<file path="src/design/jsu_pkg.sv">
// ----------------------------------------------------------------------------
// jsu_pkg
// Shared types, codes and helpers for the JSON string unescaper.
// ----------------------------------------------------------------------------
`default_nettype none

package jsu_pkg;

    // decoder phases
    typedef enum logic [2:0] {
        PH_PLAIN    = 3'd0,
        PH_ESC      = 3'd1,
        PH_HEX      = 3'd2,
        PH_PEND     = 3'd3,
        PH_PEND_ESC = 3'd4,
        PH_HEX2     = 3'd5
    } phase_t;

    // result status codes
    typedef enum logic [1:0] {
        ST_DATA    = 2'd0,
        ST_CLOSE   = 2'd1,
        ST_BAD_ESC = 2'd2,
        ST_UNTERM  = 2'd3
    } status_t;

    localparam logic [7:0] CHR_QUOTE  = 8'h22;
    localparam logic [7:0] CHR_BSLASH = 8'h5C;
    localparam logic [7:0] CHR_SLASH  = 8'h2F;
    localparam logic [7:0] CHR_U      = 8'h75;
    localparam logic [7:0] CHR_B      = 8'h62;
    localparam logic [7:0] CHR_F      = 8'h66;
    localparam logic [7:0] CHR_N      = 8'h6E;
    localparam logic [7:0] CHR_R      = 8'h72;
    localparam logic [7:0] CHR_T      = 8'h74;

    localparam logic [20:0] SUPP_BASE = 21'h10000;

    localparam int QUEUE_DEPTH_DEF = 4;

    // one run of result bytes sharing a status
    typedef struct packed {
        logic [3:0][7:0] bytes;   // bytes[0] goes out first
        status_t         status;
        logic [2:0]      cnt;     // 0 = empty
    } seg_t;

    // everything one input beat produces: seg0 then seg1
    typedef struct packed {
        seg_t seg1;
        seg_t seg0;
    } cmd_t;

    typedef struct packed {
        logic push;
        cmd_t cmd;
    } q_push_t;

    typedef struct packed {
        logic valid;
        cmd_t cmd;
    } q_head_t;

    typedef struct packed {
        phase_t phase;
        logic   pend;
    } front_stat_t;

    function automatic seg_t one_seg(input logic [7:0] b, input status_t st);
        seg_t s;
        s          = '0;
        s.bytes[0] = b;
        s.status   = st;
        s.cnt      = 3'd1;
        return s;
    endfunction

    // 16 = not a hex digit
    function automatic logic [4:0] hex_value(input logic [7:0] b);
        logic [4:0] v;
        v = 5'd16;
        if (b >= 8'h30 && b <= 8'h39) v = 5'(b - 8'h30);
        else if (b >= 8'h61 && b <= 8'h66) v = 5'(b - 8'h57);
        else if (b >= 8'h41 && b <= 8'h46) v = 5'(b - 8'h37);
        return v;
    endfunction

    function automatic seg_t escape_seg(input logic [7:0] e);
        seg_t s;
        s = one_seg(e, ST_DATA);
        unique case (e)
            CHR_QUOTE:  s.bytes[0] = 8'h22;
            CHR_BSLASH: s.bytes[0] = 8'h5C;
            CHR_SLASH:  s.bytes[0] = 8'h2F;
            CHR_B:      s.bytes[0] = 8'h08;
            CHR_F:      s.bytes[0] = 8'h0C;
            CHR_N:      s.bytes[0] = 8'h0A;
            CHR_R:      s.bytes[0] = 8'h0D;
            CHR_T:      s.bytes[0] = 8'h09;
            default: begin
                // unknown escape: backslash and the byte pass through
                s.bytes[0] = CHR_BSLASH;
                s.bytes[1] = e;
                s.cnt      = 3'd2;
            end
        endcase
        return s;
    endfunction

    function automatic seg_t utf8_seg(input logic [20:0] cp);
        seg_t s;
        s        = '0;
        s.status = ST_DATA;
        if (cp < 21'h80) begin
            s.bytes[0] = cp[7:0];
            s.cnt      = 3'd1;
        end else if (cp < 21'h800) begin
            s.bytes[0] = {3'b110, cp[10:6]};
            s.bytes[1] = {2'b10, cp[5:0]};
            s.cnt      = 3'd2;
        end else if (cp < SUPP_BASE) begin
            s.bytes[0] = {4'b1110, cp[15:12]};
            s.bytes[1] = {2'b10, cp[11:6]};
            s.bytes[2] = {2'b10, cp[5:0]};
            s.cnt      = 3'd3;
        end else begin
            s.bytes[0] = {5'b11110, cp[20:18]};
            s.bytes[1] = {2'b10, cp[17:12]};
            s.bytes[2] = {2'b10, cp[11:6]};
            s.bytes[3] = {2'b10, cp[5:0]};
            s.cnt      = 3'd4;
        end
        return s;
    endfunction

    function automatic logic is_high_sur(input logic [15:0] cp);
        return cp[15:10] == 6'b110110;
    endfunction

    function automatic logic is_low_sur(input logic [15:0] cp);
        return cp[15:10] == 6'b110111;
    endfunction

endpackage

`default_nettype wire

</file>
<file path="src/design/jsu_front.sv">
// ----------------------------------------------------------------------------
// jsu_front
// Escape decoder: takes one raw byte per beat, builds the result list.
// ----------------------------------------------------------------------------
`default_nettype none

module jsu_front
    import jsu_pkg::*;
(
    input  wire logic        aclk,
    input  wire logic        aresetn,
    input  wire logic        beat,
    input  wire logic [7:0]  in_byte,
    input  wire logic        in_eoi,
    output q_push_t          q_push,
    output front_stat_t      fstat
);

    phase_t      phase_reg, phase_next;
    logic [2:0]  hex_count_reg, hex_count_next;
    logic [15:0] code_accum_reg, code_accum_next;
    logic [15:0] high_sur_reg, high_sur_next;
    logic        sur_pend_reg, sur_pend_next;

    logic [4:0]  digit;
    logic [15:0] acc_shift;
    logic [2:0]  hc_inc;
    logic [20:0] pair_cp;
    cmd_t        cmd;

    always_ff @(posedge aclk) begin
        if (!aresetn) begin
            phase_reg      <= PH_PLAIN;
            hex_count_reg  <= '0;
            code_accum_reg <= '0;
            high_sur_reg   <= '0;
            sur_pend_reg   <= 1'b0;
        end else begin
            phase_reg      <= phase_next;
            hex_count_reg  <= hex_count_next;
            code_accum_reg <= code_accum_next;
            high_sur_reg   <= high_sur_next;
            sur_pend_reg   <= sur_pend_next;
        end
    end

    always_comb begin
        phase_next      = phase_reg;
        hex_count_next  = hex_count_reg;
        code_accum_next = code_accum_reg;
        high_sur_next   = high_sur_reg;
        sur_pend_next   = sur_pend_reg;
        cmd             = '0;

        digit     = hex_value(in_byte);
        acc_shift = {code_accum_reg[11:0], digit[3:0]};
        hc_inc    = hex_count_reg + 3'd1;
        pair_cp   = SUPP_BASE + {1'b0, high_sur_reg[9:0], acc_shift[9:0]};

        if (beat) begin
            if (in_eoi) begin
                cmd.seg0 = one_seg(8'h00,
                    (phase_reg == PH_HEX || phase_reg == PH_HEX2) ? ST_BAD_ESC : ST_UNTERM);
                phase_next      = PH_PLAIN;
                hex_count_next  = '0;
                code_accum_next = '0;
                high_sur_next   = '0;
                sur_pend_next   = 1'b0;
            end else begin
                unique case (phase_reg)
                    PH_ESC: begin
                        if (in_byte == CHR_U) begin
                            phase_next      = PH_HEX;
                            hex_count_next  = '0;
                            code_accum_next = '0;
                        end else begin
                            cmd.seg0   = escape_seg(in_byte);
                            phase_next = PH_PLAIN;
                        end
                    end
                    PH_HEX, PH_HEX2: begin
                        if (digit[4]) begin
                            cmd.seg0        = one_seg(8'h00, ST_BAD_ESC);
                            phase_next      = PH_PLAIN;
                            hex_count_next  = '0;
                            code_accum_next = '0;
                            high_sur_next   = '0;
                            sur_pend_next   = 1'b0;
                        end else begin
                            code_accum_next = acc_shift;
                            hex_count_next  = hc_inc;
                            if (hc_inc[2]) begin
                                hex_count_next  = '0;
                                code_accum_next = '0;
                                if (phase_reg == PH_HEX) begin
                                    if (is_high_sur(acc_shift)) begin
                                        high_sur_next = acc_shift;
                                        sur_pend_next = 1'b1;
                                        phase_next    = PH_PEND;
                                    end else begin
                                        cmd.seg0   = utf8_seg({5'd0, acc_shift});
                                        phase_next = PH_PLAIN;
                                    end
                                end else if (is_low_sur(acc_shift)) begin
                                    // surrogate pair -> one supplementary code point
                                    cmd.seg0      = utf8_seg(pair_cp);
                                    high_sur_next = '0;
                                    sur_pend_next = 1'b0;
                                    phase_next    = PH_PLAIN;
                                end else begin
                                    // lone high sur, then new code (held if high)
                                    cmd.seg0      = utf8_seg({5'd0, high_sur_reg});
                                    high_sur_next = '0;
                                    sur_pend_next = 1'b0;
                                    if (is_high_sur(acc_shift)) begin
                                        high_sur_next = acc_shift;
                                        sur_pend_next = 1'b1;
                                        phase_next    = PH_PEND;
                                    end else begin
                                        cmd.seg1   = utf8_seg({5'd0, acc_shift});
                                        phase_next = PH_PLAIN;
                                    end
                                end
                            end
                        end
                    end
                    PH_PEND: begin
                        if (in_byte == CHR_BSLASH) begin
                            phase_next = PH_PEND_ESC;
                        end else begin
                            cmd.seg0      = utf8_seg({5'd0, high_sur_reg});
                            high_sur_next = '0;
                            sur_pend_next = 1'b0;
                            phase_next    = PH_PLAIN;
                            if (in_byte == CHR_QUOTE) begin
                                cmd.seg1        = one_seg(8'h00, ST_CLOSE);
                                hex_count_next  = '0;
                                code_accum_next = '0;
                            end else begin
                                cmd.seg1 = one_seg(in_byte, ST_DATA);
                            end
                        end
                    end
                    PH_PEND_ESC: begin
                        if (in_byte == CHR_U) begin
                            phase_next      = PH_HEX2;
                            hex_count_next  = '0;
                            code_accum_next = '0;
                        end else begin
                            cmd.seg0      = utf8_seg({5'd0, high_sur_reg});
                            cmd.seg1      = escape_seg(in_byte);
                            high_sur_next = '0;
                            sur_pend_next = 1'b0;
                            phase_next    = PH_PLAIN;
                        end
                    end
                    default: begin
                        // plain phase; unused codes behave the same
                        if (in_byte == CHR_QUOTE) begin
                            cmd.seg0        = one_seg(8'h00, ST_CLOSE);
                            phase_next      = PH_PLAIN;
                            hex_count_next  = '0;
                            code_accum_next = '0;
                            high_sur_next   = '0;
                            sur_pend_next   = 1'b0;
                        end else if (in_byte == CHR_BSLASH) begin
                            phase_next = PH_ESC;
                        end else begin
                            cmd.seg0   = one_seg(in_byte, ST_DATA);
                            phase_next = PH_PLAIN;
                        end
                    end
                endcase
            end
        end
    end

    assign q_push.push = beat && (cmd.seg0.cnt != 3'd0);
    assign q_push.cmd  = cmd;
    assign fstat.phase = phase_reg;
    assign fstat.pend  = sur_pend_reg;

endmodule

`default_nettype wire

</file>
<file path="src/design/jsu_queue.sv">
// ----------------------------------------------------------------------------
// jsu_queue
// Small command FIFO between the decoder and the byte serializer.
// ----------------------------------------------------------------------------
`default_nettype none

module jsu_queue
    import jsu_pkg::*;
#(
    parameter int QUEUE_DEPTH = QUEUE_DEPTH_DEF
) (
    input  wire logic    aclk,
    input  wire logic    aresetn,
    input  wire q_push_t q_push,
    input  wire logic    pop,
    output q_head_t      q_head,
    output logic         full
);

    localparam int PW = $clog2(QUEUE_DEPTH);
    localparam int CW = $clog2(QUEUE_DEPTH + 1);
    localparam logic [PW-1:0] PTR_LAST = PW'(QUEUE_DEPTH - 1);
    localparam logic [CW-1:0] CNT_FULL = CW'(QUEUE_DEPTH);

    cmd_t          mem [QUEUE_DEPTH];
    logic [PW-1:0] wr_ptr_reg, rd_ptr_reg;
    logic [CW-1:0] count_reg;
    logic          do_pop;

    assign do_pop = pop && (count_reg != '0);

    always_ff @(posedge aclk) begin
        if (q_push.push) begin
            mem[wr_ptr_reg] <= q_push.cmd;
        end
    end

    always_ff @(posedge aclk) begin
        if (!aresetn) begin
            wr_ptr_reg <= '0;
            rd_ptr_reg <= '0;
            count_reg  <= '0;
        end else begin
            if (q_push.push) begin
                wr_ptr_reg <= (wr_ptr_reg == PTR_LAST) ? '0 : wr_ptr_reg + 1'b1;
            end
            if (do_pop) begin
                rd_ptr_reg <= (rd_ptr_reg == PTR_LAST) ? '0 : rd_ptr_reg + 1'b1;
            end
            if (q_push.push && !do_pop) begin
                count_reg <= count_reg + 1'b1;
            end else if (do_pop && !q_push.push) begin
                count_reg <= count_reg - 1'b1;
            end
        end
    end

    assign q_head.valid = (count_reg != '0);
    assign q_head.cmd   = mem[rd_ptr_reg];
    assign full         = (count_reg == CNT_FULL);

endmodule

`default_nettype wire

</file>
<file path="src/design/jsu_back.sv">
// ----------------------------------------------------------------------------
// jsu_back
// Serializer: walks each command's bytes into a registered output stage.
// ----------------------------------------------------------------------------
`default_nettype none

module jsu_back
    import jsu_pkg::*;
(
    input  wire logic       aclk,
    input  wire logic       aresetn,
    input  wire q_head_t    q_head,
    output logic            pop,
    output logic            m_tvalid,
    input  wire logic       m_tready,
    output logic [7:0]      m_tdata,
    output logic [1:0]      m_tuser,
    output logic            m_tlast
);

    logic [2:0] idx_reg;
    logic       valid_reg;
    logic [7:0] data_reg;
    status_t    status_reg;
    logic       last_reg;

    logic [3:0] total;
    logic       in_seg1;
    logic [2:0] off;
    logic [7:0] cur_byte;
    status_t    cur_status;
    logic       cur_last;
    logic       load;

    always_comb begin
        total   = {1'b0, q_head.cmd.seg0.cnt} + {1'b0, q_head.cmd.seg1.cnt};
        in_seg1 = (idx_reg >= q_head.cmd.seg0.cnt);
        off     = idx_reg - q_head.cmd.seg0.cnt;
        if (in_seg1) begin
            cur_byte   = q_head.cmd.seg1.bytes[off[1:0]];
            cur_status = q_head.cmd.seg1.status;
        end else begin
            cur_byte   = q_head.cmd.seg0.bytes[idx_reg[1:0]];
            cur_status = q_head.cmd.seg0.status;
        end
        cur_last = (({1'b0, idx_reg} + 4'd1) == total);
        load     = q_head.valid && (!valid_reg || m_tready);
        pop      = load && cur_last;
    end

    always_ff @(posedge aclk) begin
        if (!aresetn) begin
            idx_reg   <= '0;
            valid_reg <= 1'b0;
        end else begin
            if (load) begin
                idx_reg <= cur_last ? 3'd0 : idx_reg + 3'd1;
            end
            if (load) begin
                valid_reg <= 1'b1;
            end else if (m_tready) begin
                valid_reg <= 1'b0;
            end
        end
    end

    always_ff @(posedge aclk) begin
        if (load) begin
            data_reg   <= cur_byte;
            status_reg <= cur_status;
            last_reg   <= cur_last;
        end
    end

    assign m_tvalid = valid_reg;
    assign m_tdata  = data_reg;
    assign m_tuser  = status_reg;
    assign m_tlast  = last_reg;

endmodule

`default_nettype wire

</file>
<file path="src/design/json_string_unescape_utf8.sv">
// ----------------------------------------------------------------------------
// json_string_unescape_utf8
// JSON string body unescaper: raw body bytes in, UTF-8 bytes and status out.
// ----------------------------------------------------------------------------
//
//  channel | dir | tdata           | tuser       | tlast
//  --------+-----+-----------------+-------------+-----------------------------
//  s_      | in  | [7:0] in_byte   | -           | end_of_input
//  m_      | out | [7:0] out_byte  | [1:0] status| last result of an input beat
//
//  Input beats are taken one per cycle as long as the command queue has room;
//  each beat produces 0..6 result beats, drained one per cycle by the
//  serializer unless the output stage is stalled; a command holds its queue
//  slot until its last byte is loaded into the output register.
//  Reset (aresetn low, synchronous) returns the decoder to the plain phase
//  and empties the queue and the output register.
//  m_tready low stalls only the output stage; input keeps flowing until the
//  queue fills.
//
`default_nettype none

module json_string_unescape_utf8
    import jsu_pkg::*;
#(
    parameter int QUEUE_DEPTH = QUEUE_DEPTH_DEF
) (
    input  wire logic       aclk,
    input  wire logic       aresetn,

    input  wire logic       s_tvalid,
    output logic            s_tready,
    input  wire logic [7:0] s_tdata,   // [7:0] in_byte
    input  wire logic       s_tlast,   // end_of_input

    output logic            m_tvalid,
    input  wire logic       m_tready,
    output logic [7:0]      m_tdata,   // [7:0] out_byte
    output logic [1:0]      m_tuser,   // [1:0] status
    output logic            m_tlast    // last result of the input beat
);

    q_push_t     q_push;
    q_head_t     q_head;
    front_stat_t fstat;
    logic        q_full;
    logic        pop;
    logic        s_beat;

    // front stalls only on a full queue
    assign s_tready = !q_full;
    assign s_beat   = s_tvalid && s_tready;

    jsu_front u_front (
        .aclk    (aclk),
        .aresetn (aresetn),
        .beat    (s_beat),
        .in_byte (s_tdata),
        .in_eoi  (s_tlast),
        .q_push  (q_push),
        .fstat   (fstat)
    );

    jsu_queue #(
        .QUEUE_DEPTH (QUEUE_DEPTH)
    ) u_queue (
        .aclk    (aclk),
        .aresetn (aresetn),
        .q_push  (q_push),
        .pop     (pop),
        .q_head  (q_head),
        .full    (q_full)
    );

    jsu_back u_back (
        .aclk     (aclk),
        .aresetn  (aresetn),
        .q_head   (q_head),
        .pop      (pop),
        .m_tvalid (m_tvalid),
        .m_tready (m_tready),
        .m_tdata  (m_tdata),
        .m_tuser  (m_tuser),
        .m_tlast  (m_tlast)
    );

    // a surrogate is pending exactly in the phases that wait for its partner
    a_pend_phase: assert property (@(posedge aclk) disable iff (!aresetn)
        fstat.pend == (fstat.phase == PH_PEND || fstat.phase == PH_PEND_ESC ||
                       fstat.phase == PH_HEX2))
        else $error("surrogate pending flag out of step with phase");

    // status beats carry a zero byte
    a_status_zero: assert property (@(posedge aclk) disable iff (!aresetn)
        (m_tvalid && m_tuser != ST_DATA) |-> (m_tdata == 8'h00))
        else $error("status beat with nonzero data");

    // close and error beats always end their input's burst
    a_status_last: assert property (@(posedge aclk) disable iff (!aresetn)
        (m_tvalid && m_tuser != ST_DATA) |-> m_tlast)
        else $error("status beat not marked last");

    // the queue is never written while full
    a_no_overflow: assert property (@(posedge aclk) disable iff (!aresetn)
        q_full |-> !q_push.push)
        else $error("command queue overflow");

endmodule

`default_nettype wire

</file>
<file path="config.mk">
export PLATFORM = sky130hd
export DESIGN_NAME = json_string_unescape_utf8
export DESIGN_NICKNAME = d
export VERILOG_FILES = /design/src/design/jsu_pkg.sv /design/src/design/jsu_front.sv /design/src/design/jsu_queue.sv /design/src/design/jsu_back.sv /design/src/design/json_string_unescape_utf8.sv
export SDC_FILE = /design/constraint.sdc
export NUM_CORES = 1
export LEC_CHECK = 0
export ABC_CLOCK_PERIOD_IN_PS = 11300
export CORE_ASPECT_RATIO = 0.6
export CORE_MARGIN = 3
export CORE_UTILIZATION = 40
export DETAILED_ROUTE_END_ITERATION = 8
export DONT_BUFFER_PORTS = 1
export PLACE_DENSITY = 0.65
export SLEW_MARGIN = 20
export SYNTH_ARGS = -nofsm -noshare
export SYNTH_HDL_FRONTEND = slang
export SYNTH_SLANG_ARGS = --single-unit
export TNS_END_PERCENT = 30
</file>
<file path="constraint.sdc">
create_clock -name aclk -period 11.3 [get_ports aclk]
set_input_delay 2.26 -clock aclk [delete_from_list [all_inputs] [get_ports aclk]]
set_output_delay 2.26 -clock aclk [all_outputs]
set_load 0.01 [all_outputs]
</file>
* Yosys cells after proc, flatten, opt, wreduce, memory -nomap -nowiden
Memory sizes are Yosys's and may differ from the RTL's. A register that Yosys moved wholly into a read port is not among the register bits.
Index checks and enable logic that the tools add are counted.
** Cells by class
- Magnitude comparators :: 16
- Reductions and logical operators :: 27
- Mux-type cells :: 101
- Add/sub/neg operators :: 13
- Equality and inequality tests :: 26
** Operator list (number)
- 2-to-1 mux 37 bit :: 10
- 2-to-1 mux 16 bit :: 18
- 2-to-1 mux 74 bit :: 2
- one-hot mux 37 bit (4 select lines) :: 1
- one-hot mux 37 bit (3 select lines) :: 1
- 2-to-1 mux 8 bit :: 10
- 2-to-1 mux 24 bit :: 3
- one-hot mux 16 bit (4 select lines) :: 1
- 2-to-1 mux 58 bit :: 1
- 2-to-1 mux 3 bit :: 19
- equality test 8 x 7 -> 1 bit (second input constant) :: 7
- 2-to-1 mux 50 bit :: 1
- one-hot mux 7 bit (7 select lines) :: 1
- one-hot mux 16 bit (3 select lines) :: 1
- binary-select mux 8 bit (select 2 bit) :: 2
- < comparator 16 x 12 -> 1 bit (second input constant) :: 2
- < comparator 16 x 8 -> 1 bit (second input constant) :: 2
- 2-to-1 mux 14 bit :: 2
- 2-to-1 mux 13 bit :: 2
- 2-to-1 mux 22 bit :: 1
- adder 17 x 20 -> 21 bit (first input constant) :: 1
- < comparator 21 x 12 -> 1 bit (second input constant) :: 1
- < comparator 21 x 17 -> 1 bit (second input constant) :: 1
- < comparator 21 x 8 -> 1 bit (second input constant) :: 1
- 42 further kinds :: 92
** Storage, ports and cells
- Register bits :: 60
- Memories :: 1
- RAM bits :: 296
- Bits of input ports :: 13
** Memories
- u_queue.mem :: depth 4, width 74, rd ports 1, clocked after memory_dff 1, wr ports 1, RTL line jsu_queue.sv:25 : cmd_t mem [QUEUE_DEPTH];

* Logic depth before layout (Yosys ltp)
Gate-level depths: netlist of run 1.
- Depth in word-level cells :: 23
- Mapped depth :: 19
- Mapped depth without buffers :: 16

* Modules after synthesis
Synthesis of run 1 repeated with hierarchy kept, for this count alone.
** Second synthesis, totals
- Cells, all modules :: 1185
- Area total of the unflattened synthesis :: 16732.3 µm²
** Modules (own cells, without submodules)
- jsu_queue :: cells an instance 432, instances 1, area an instance 11139.4 µm², seq. area each 9068.7 µm²
- jsu_front :: cells an instance 666, instances 1, area an instance 4302.9 µm², seq. area each 680.7 µm²
- jsu_back :: cells an instance 85, instances 1, area an instance 1280.0 µm², seq. area each 410.4 µm²
- json_string_unescape_utf8 :: cells an instance 2, instances 1, area an instance 10.0 µm², seq. area each 0.0 µm²

* Worst setup path after synthesis of run 1
OpenSTA, ideal clock, no wires.
- Path kind :: input port to flip-flop
- Start point :: input port s_tdata[0]
- End point :: memory u_queue.mem[0][0] (netlist name) (enable)
- Stages on the path :: 12
- Library setup time :: 0.424 ns
- Path slack :: 5.188 ns
- Arrival :: 5.688 ns
- Cells stage by stage :: clkbuf_1 inv_1 ha_1 nor3b_1 a22o_1 nor3_1 nand2_1 nor2_1 o21ba_1 a31o_1 buf_6 and2_1
** RTL lines
- start: declaration :: RTL line json_string_unescape_utf8.sv:32 : input wire logic [7:0] s_tdata,
- end: declaration :: RTL line jsu_queue.sv:25

* Worst setup path in the final report of run 1
- Start point :: input port s_tdata[0]
- End point :: register u_queue.count_reg[2]
** On the way
- Word-level cells in the longest chain between the ends :: 22
- Elaborated cells between the ends (all ways) :: 57
- Classes of those cells :: 4 x add/sub; 11 x order compare; 9 x eq/ne; 23 x mux; 10 x reduce/logical
** Ends and longest elaborated chain
- greater-or-equal comparator 8 x 7 -> 1 bit or less-or-equal comparator 8 x 7 -> 1 bit (tied branches) :: RTL line jsu_pkg.sv:84 : else if (b >= 8'h41 && b <= 8'h46) v = 5'(b - 8'h37);
- logical AND 1 bit :: RTL line jsu_pkg.sv:84
- 2-to-1 mux 5 bit :: RTL line jsu_pkg.sv:84
- 2-to-1 mux 5 bit :: RTL line jsu_pkg.sv:83 : else if (b >= 8'h61 && b <= 8'h66) v = 5'(b - 8'h57);
- 2-to-1 mux 5 bit :: RTL line jsu_pkg.sv:82 : if (b >= 8'h30 && b <= 8'h39) v = 5'(b - 8'h30);
- adder 17 x 20 -> 21 bit :: RTL line jsu_front.sv:58 : pair_cp = SUPP_BASE + {1'b0, high_sur_reg[9:0], acc_shift[9:0]};
- < comparator 21 x 17 -> 1 bit :: RTL line jsu_pkg.sv:121 : end else if (cp < SUPP_BASE) begin
- 2-to-1 mux 3 bit :: RTL line jsu_pkg.sv:121
- [... 6 more ...]
- one-hot mux 37 bit (4 select lines) (*) :: RTL line jsu_front.sv:70 : unique case (phase_reg)
- 2-to-1 mux 37 bit (*) :: RTL line jsu_front.sv:61 : if (in_eoi) begin
- 2-to-1 mux 74 bit (*) :: RTL line jsu_front.sv:60 : if (beat) begin
- nonzero test 3 bit (*) :: RTL line jsu_front.sv:178 : assign q_push.push = beat && (cmd.seg0.cnt != 3'd0);
- logical AND 1 bit (*) :: RTL line jsu_front.sv:178
- zero test 1 bit :: RTL line jsu_queue.sv:52 : end else if (do_pop && !q_push.push) begin
- logical AND 1 bit :: RTL line jsu_queue.sv:52
- nonzero test 2 bit (no source line)
- end signal: assignment :: RTL line jsu_queue.sv:51 : count_reg <= count_reg + 1'b1;
- end signal: assignment :: RTL line jsu_queue.sv:53 : count_reg <= count_reg - 1'b1;
- end: declaration :: RTL line jsu_queue.sv:27 : logic [CW-1:0] count_reg;
Mark *: on every way between the ends. The rest lies on a longest branch, timed or not.
A chain may end at the register's enable or synchronous reset.

==> flow_metrics.tcl, run 1 <==
set metrics [dict create \
    post-route-period-util_pct 51.7 \
    gp_congestion 1.08 \
    post_synth.cell_area_avg_um2 12.7 \
    synthTopCellsByArea "edfxtp_1, mux4_2, dfxtp_1, nor2_1, a21oi_1" \
    cts_tree "built" \
    syn-instance-count 1144 \
    synth-seq-area-share_pct 58.3 \
    antenna_found_initial 1 \
    seq_power_share_pct 45.4 \
    ys_types 78 \
    grt_max_degree 61 \
    slew_headroom_pct 32.4 \
    fin_crit_ns 5.84 \
    path_max_fanout 15 \
    cts_resized 0 \
    rows 53 \
    root_buffer "clkbuf_16" \
    finalPower_w 0.00317 \
    crit_type "primary input to flip-flop" \
    fin_setup_tns_ns 0 \
    antennaDiodeCount 0 \
    r2r_cells 16 \
    portBuffers 0 \
    cellLeakagePower_nw 5.07 \
    critical_path_required_ns 11.77 \
    htreeDepth 1 \
    yosysWarnings 0 \
    ys_top_cells_by_count "edfxtp_1, nor2_1, nand2_1, a21oi_1, clkbuf_1" \
    rsz0062_at_grt "no" \
    cts_buffers 27 \
    yosysTopAreaCell "edfxtp_1" \
    hold_depth 2 \
    report.final.slew_viol_count 0 \
    setup_violations 0 \
    area_growth_pct 8.88 \
    p_int_w 0.00227 \
    ios 26 \
    p_sw_w 0.000907 \
    drt_iter0_drc 1346 \
    clock_power_share_pct 31.1 \
    yosysMostFrequentCell "edfxtp_1" \
    fin_area_um2 15800 \
    setup_slack_ns 5.46 \
    clk_pin_slew_ns 0.07 \
    ctsLongestPathBuffers 3 \
    skew_ns 0.0216 \
    die_h_um 153 \
    crit_path_end_kind "flip-flop" \
    async_flop_share_pct 0 \
    clk_latency_ns 0.56 \
    die_area_um2 38600 \
    place_area_um2 14800 \
    grt_use_total_pct 21.7 \
    post-place-ws_ns 5.07 \
    p_sw_share_pct 28.6 \
    cts_setup_buffers 0 \
    crit_path_start_kind "primary input" \
    largest_reg_flops 240 \
    first_global_vias 9456 \
    drcViolationCount 0 \
    grt_pass1_wl_um 63000 \
    ys_dominant_reg_cell "edfxtp_1" \
    routed_wl_um 42200 \
    drtPass1Iterations 6 \
    outcome "complete, no violations" \
    peakVddDrop_mv 0.117 \
    synth_edf_count 251 \
    arrival_ns 6.31 \
    powerDensity_nw_per_um2 201 \
    synth_top_cell_area_share_pct 52.0 \
    cts_hold_buffers 0 \
    hp-class "flip-flop to flip-flop" \
    synth_fp_nets 1178 \
    ys_ff_latch 297 \
    syn_area_um2 14500 \
    dp_hpwl_um 29300 \
    fmax_mhz 171 \
    drv_cap 0 \
    hold_violations 0 \
    overflow 0 \
    vias 10000 \
    post-route-util_pct 44.7 \
    tightest_slew_ns 1.01 \
    core_area_um2 35300 \
    clock-sinks 297 \
    vias_per_cell 6.34 \
    drive_above_1_share_pct 14.0 \
    power_frac_comb_pct 23.5 \
    routedWlPerCell_um 26.7 \
    nNetsFinal 1129 \
    die_w_um 252 \
    antenna_left 0 \
    initial_core_util_pct 41.0 \
]
==> per-layer routing <==
layer  wire length (um)  global-route usage (%)  vias up
met5                 12                       0        -
met4                718                    3.89        2
met3               5590                    8.74       62
met2              16700                    28.2      602
met1              19300                    33.9     5034
li1                   -                       -     4325
==> metrics by stage <==
step,cells,hold slack [ns]
after global routing,1582,0.494
after CTS,1582,0.470
after global placement,1533,0.454
after detailed placement,1533,0.460
after floorplan,1144,0.444
final,1582,0.471
==> logic make-up (layout without fill, tap and decap cells) <==
logic type / after synthesis / after routing / share of synthesized area, %
AND/OR/NAND/NOR: 348 / 348 / 11.6
flip-flops: 297 / 297 / 58.3
AO/OA/AOI/OAI: 271 / 271 / 12.6
buffers and inverters: 111 / 82 / 3.13
multiplexers: 85 / 85 / 11.7
adder cells (fa/ha/maj): 21 / 21 / 1.92
XOR/XNOR: 11 / 11 / 0.664
==> worst max-delay path, stage by stage <==
cell and delay (ns):
inv_1 0.10, ha_1 0.26, nor3b_1 0.42, nand3_1 0.56, and2_1 0.43, nand2_1 0.20, a21oi_1 0.13, nand3_1 0.14
a31o_1 0.41, ha_1 0.27, inv_1 0.07, fa_1 0.43, xor2_1 0.15, or3_1 0.30, a21boi_0 0.16
==> layout make-up <==
type,instances,area (um2)
clock buffer,29,683
clock inverter,20,267
fill,3140,19600
inverter,17,63.8
multi-input combinational,736,5610
sequential,297,8460
tap,467,584
timing repair buffer,16,120
==> path summary, 6_finish.rpt <==
check / startpoint / to / slack [ns]
worst max register to register: flip-flop / u_queue.count_reg[2]$_SDFFE_PN0P_ / 6.07
worst min-delay path: u_front.hex_count_reg[1]$_SDFFE_PN0P_ / u_front.hex_count_reg[1]$_SDFFE_PN0P_ / 0.47
worst max-delay path: s_tdata[0] / u_queue.count_reg[2]$_SDFFE_PN0P_ / 5.46
worst min register to register: u_front.hex_count_reg[1]$_SDFFE_PN0P_ / u_front.hex_count_reg[1]$_SDFFE_PN0P_ / 0.47
==> power groups by stage <==
stage / Clock (W) / Combinational [W] / Sequential (W)
CTS: 0.00100 / 0.000753 / 0.00144
global placement: 0 / 0.000740 / 0.00146
finish: 0.000986 / 0.000747 / 0.00144
detailed placement: 0 / 0.000748 / 0.00147
global route: 0.00105 / 0.000809 / 0.00146
floorplan: 0 / 0.000575 / 0.00141
==> layout by cell type (no fill, tap or decap), drive strengths merged, types with 16 or more instances in the layout <==
cell / count
dfxtp: 46
nand3: 41
o21ai: 37
nor3: 26
a21oi: 73
nand2: 89
edfxtp: 251
a22oi: 24
nor2b: 16
clkbuf: 29
mux4: 67
nor2: 98
ha: 19
inv: 19
buf: 16
a21boi: 17
Power figures use the tool's default switching activity.
==> run 2, diff against run 1 <==
--- a/config.mk
+++ b/config.mk
@@ -5,7 +5,8 @@
 export SDC_FILE = /design/constraint.sdc
 export NUM_CORES = 1
 export LEC_CHECK = 0
-export ABC_CLOCK_PERIOD_IN_PS = 11300
+export ABC_AREA = 1
+export ABC_CLOCK_PERIOD_IN_PS = 5850
 export CORE_ASPECT_RATIO = 0.6
 export CORE_MARGIN = 3
 export CORE_UTILIZATION = 40
==> constraint.sdc (replaced) <==
create_clock -name aclk -period 5.85 [get_ports aclk]
set_input_delay 1.17 -clock aclk [delete_from_list [all_inputs] [get_ports aclk]]
set_output_delay 1.17 -clock aclk [all_outputs]
set_load 0.01 [all_outputs]
==> run 2 against run 1 <==
Die area decreased by 0.39%. Critical endpoint unchanged. Wire length increased by 12%. Final cell count increased by 24%. First-iteration DRC count increased by 28%. Setup slack got worse by 4.0 ns. Critical path type is now flip-flop to flip-flop. Via count increased by 18%. Clock power increased by 110%. Combinational power increased to 2.7 times the previous value. Largest power group unchanged. Highest routed layer unchanged.
==> flow_metrics.tcl, run 2 <==
set metrics [dict create \
    reg2reg_slack_ns 1.47 \
    async_flop_share_pct 0 \
    cts_tree "built" \
    ios 26 \
    routed_wl_um 47300 \
    cts_setup_buffers 0 \
    antenna_found_initial 0 \
    syn_area_um2 14400 \
    rows 53 \
    grt_use_total_pct 24.1 \
    fin_setup_tns_ns 0 \
    drcViolationCount 0 \
    regArea_um2 8460 \
    die_w_um 251 \
    arrival_ns 4.82 \
    yosysWarnings 0 \
    clock-sinks 297 \
    layout.cells.most_common_list "edfxtp_1, nor2_1, o21ai_0, nand2_1, inv_1" \
    path_max_fanout 94 \
    vias 11800 \
    setup_violations 0 \
    drv_cap 0 \
    mostFrequentLayoutCell "edfxtp_1" \
    post_synth.cell_area_avg_um2 9.64 \
    clk_latency_ns 0.56 \
    ys_top_cells_by_count "edfxtp_1, nor2_1, o21ai_0, nand2_1, inv_1" \
    drtPass1Iterations 6 \
    hp-class "flip-flop to flip-flop" \
    cts_buffers 28 \
    cts_resized 0 \
    ys_ff_latch 297 \
    largest_reg_flops 240 \
    ys_types 52 \
    overflow 0 \
    ys_dominant_reg_cell "edfxtp_1" \
    fin_crit_ns 4.38 \
    holdCritStartpoint "u_front.hex_count_reg[1]$_SDFFE_PN0P_" \
    synth-seq-area-share_pct 58.6 \
    rsz0062_at_grt "no" \
    fmax_mhz 228 \
    final_cells 1963 \
    cellLeakagePower_nw 5.63 \
    crit_type "flip-flop to flip-flop" \
    cts_hold_buffers 0 \
    area_growth_pct 11.0 \
    root_buffer "clkbuf_16" \
    hold_violations 0 \
    syn-instance-count 1498 \
    post-route-util_pct 45.4 \
    crit_path_start_kind "flip-flop" \
    tightest_slew_ns 0.948 \
    hold_ws_ns 0.476 \
    grt_pass1_wl_um 70200 \
    first_global_vias 10800 \
    min_to "u_front.hex_count_reg[1]$_SDFFE_PN0P_" \
    report.final.slew_viol_count 0 \
    routedWlPerCell_um 24.1 \
    post-route-period-util_pct 74.9 \
    hold_depth 2 \
    crit_path_end_kind "flip-flop" \
    synth_top_cell_area_share_pct 52.2 \
    clk_pin_slew_ns 0.08 \
    slew_headroom_pct 36.4 \
    synth_edf_count 251 \
    r2r-end "u_queue.count_reg[2]$_SDFFE_PN0P_" \
    antenna_left 0 \
    initial_core_util_pct 40.9 \
    powerDensity_nw_per_um2 430 \
    ctsLongestPathBuffers 3 \
    die_area_um2 38500 \
    nNetsFinal 1509 \
    dp_hpwl_um 32900 \
    core_area_um2 35300 \
    antennaDiodeCount 0 \
    multiInputGateArea_um2 5230 \
    dp_cells 1912 \
    die_h_um 153 \
    fillCellCount 3249 \
    vias_per_cell 6.03 \
    synth_fp_nets 1532 \
    peakVddDrop_mv 0.246 \
    grt_max_degree 95 \
    skew_ns 0.0209 \
    place_area_um2 15000 \
    r2r_cells 17 \
    critical_path_required_ns 6.28 \
    outcome "complete, no violations" \
    yosysTopAreaCell "edfxtp_1" \
    drt_iter0_drc 1726 \
    drive_above_1_share_pct 7.62 \
    yosysMostFrequentCell "edfxtp_1" \
    portBuffers 0 \
    htreeDepth 1 \
    synthTopCellsByArea "edfxtp_1, dfxtp_1, nor2_1, o21ai_0, nand2_1" \
    gp_congestion 1.01 \
    fin_area_um2 16000 \
]
run 2: cell count changes in the layout (fill, tap and decap cells not counted), sizes merged, moves of 14 or more:
cell / change
a21boi: -16
a21oi: +27
and2: -14
inv: +106
mux4: -67
nand2: +98
nor2: +153
nor2b: -16
nor3: -16
o21ai: +143
o221ai: +23
o22ai: +52
or3: -14
run 2: cells by family (layout without fill, tap and decap cells):
group                    count (synthesis)  in the layout  share of synthesized area [%]
AO/OA/AOI/OAI                          450            450                           18.4
AND/OR/NAND/NOR                        522            522                           15.3
flip-flops                             297            297                           58.6
buffers and inverters                  204            202                           5.58
XOR/XNOR                                 4              4                          0.243
adder cells (fa/ha/maj)                 21             21                           1.92
run 2: stage by stage:
step	setup WS (ns)	power [W]
global placement	1.47	0.00473
floorplan	0.238	0.00406
detailed placement	1.40	0.00476
CTS	1.45	0.00687
finish	1.47	0.00689
global route	1.12	0.00721
run 2: worst max path at each step:
stage	startpoint	to	slack, ns	cells past startpoint
finish	flip-flop	u_queue.count_reg[2]$_SDFFE_PN0P_	1.47	17
global route	flip-flop	u_queue.count_reg[2]$_SDFFE_PN0P_	1.12	17
CTS	flip-flop	u_queue.count_reg[2]$_SDFFE_PN0P_	1.45	17
detailed placement	s_tdata[0]	u_queue.mem[0][21]$_DFFE_PP_	1.40	15
global placement	s_tdata[0]	u_queue.mem[2][24]$_DFFE_PP_	1.47	13
floorplan	s_tdata[0]	u_queue.mem[0][0]$_DFFE_PP_	0.24	14
run 2: area by class of cell:
type                    instances  area share [%]
clock buffers                  30            4.55
clock inverters                21            2.08
inverters                     129            3.04
multi-input cells             997            32.6
flip-flops and latches        297            52.8
well taps                     467            3.64
repair buffers                 22            1.26
run 2: report_power, final:
group	total (W)	internal (W)	leakage, nW	switching, W
Combinational	0.00201	0.000561	2.35	0.00145
Sequential	0.00277	0.00262	2.76	0.000148
Clock	0.00211	0.00130	0.515	0.000813
Total	0.00689	0.00448	5.63	0.00241
run 2: layer usage:
| layer | GRT usage [%] | vias up | wire (um) |
|---|---|---|---|
| met5 | 1.86 | - | 61 |
| met4 | 4.99 | 2 | 972 |
| met3 | 9.37 | 74 | 6780 |
| met2 | 30.7 | 762 | 18000 |
| met1 | 37.7 | 5675 | 21500 |
| li1 | - | 5323 | - |
run 2: worst max-delay path: stages, from the launching register on:
cell and delay (ns):
dfxtp_4 0.52, buf_4 0.75, o21ai_0 0.22, o22ai_1 0.28
ha_1 0.23, fa_1 0.43, or2_2 0.30, nand4_1 0.07
a21oi_1 0.05, o211a_1 0.16, nand2_1 0.13, ha_1 0.15
inv_1 0.07, fa_1 0.43, a21oi_1 0.14, o21ai_0 0.11
o21ai_0 0.16, a21oi_1 0.05
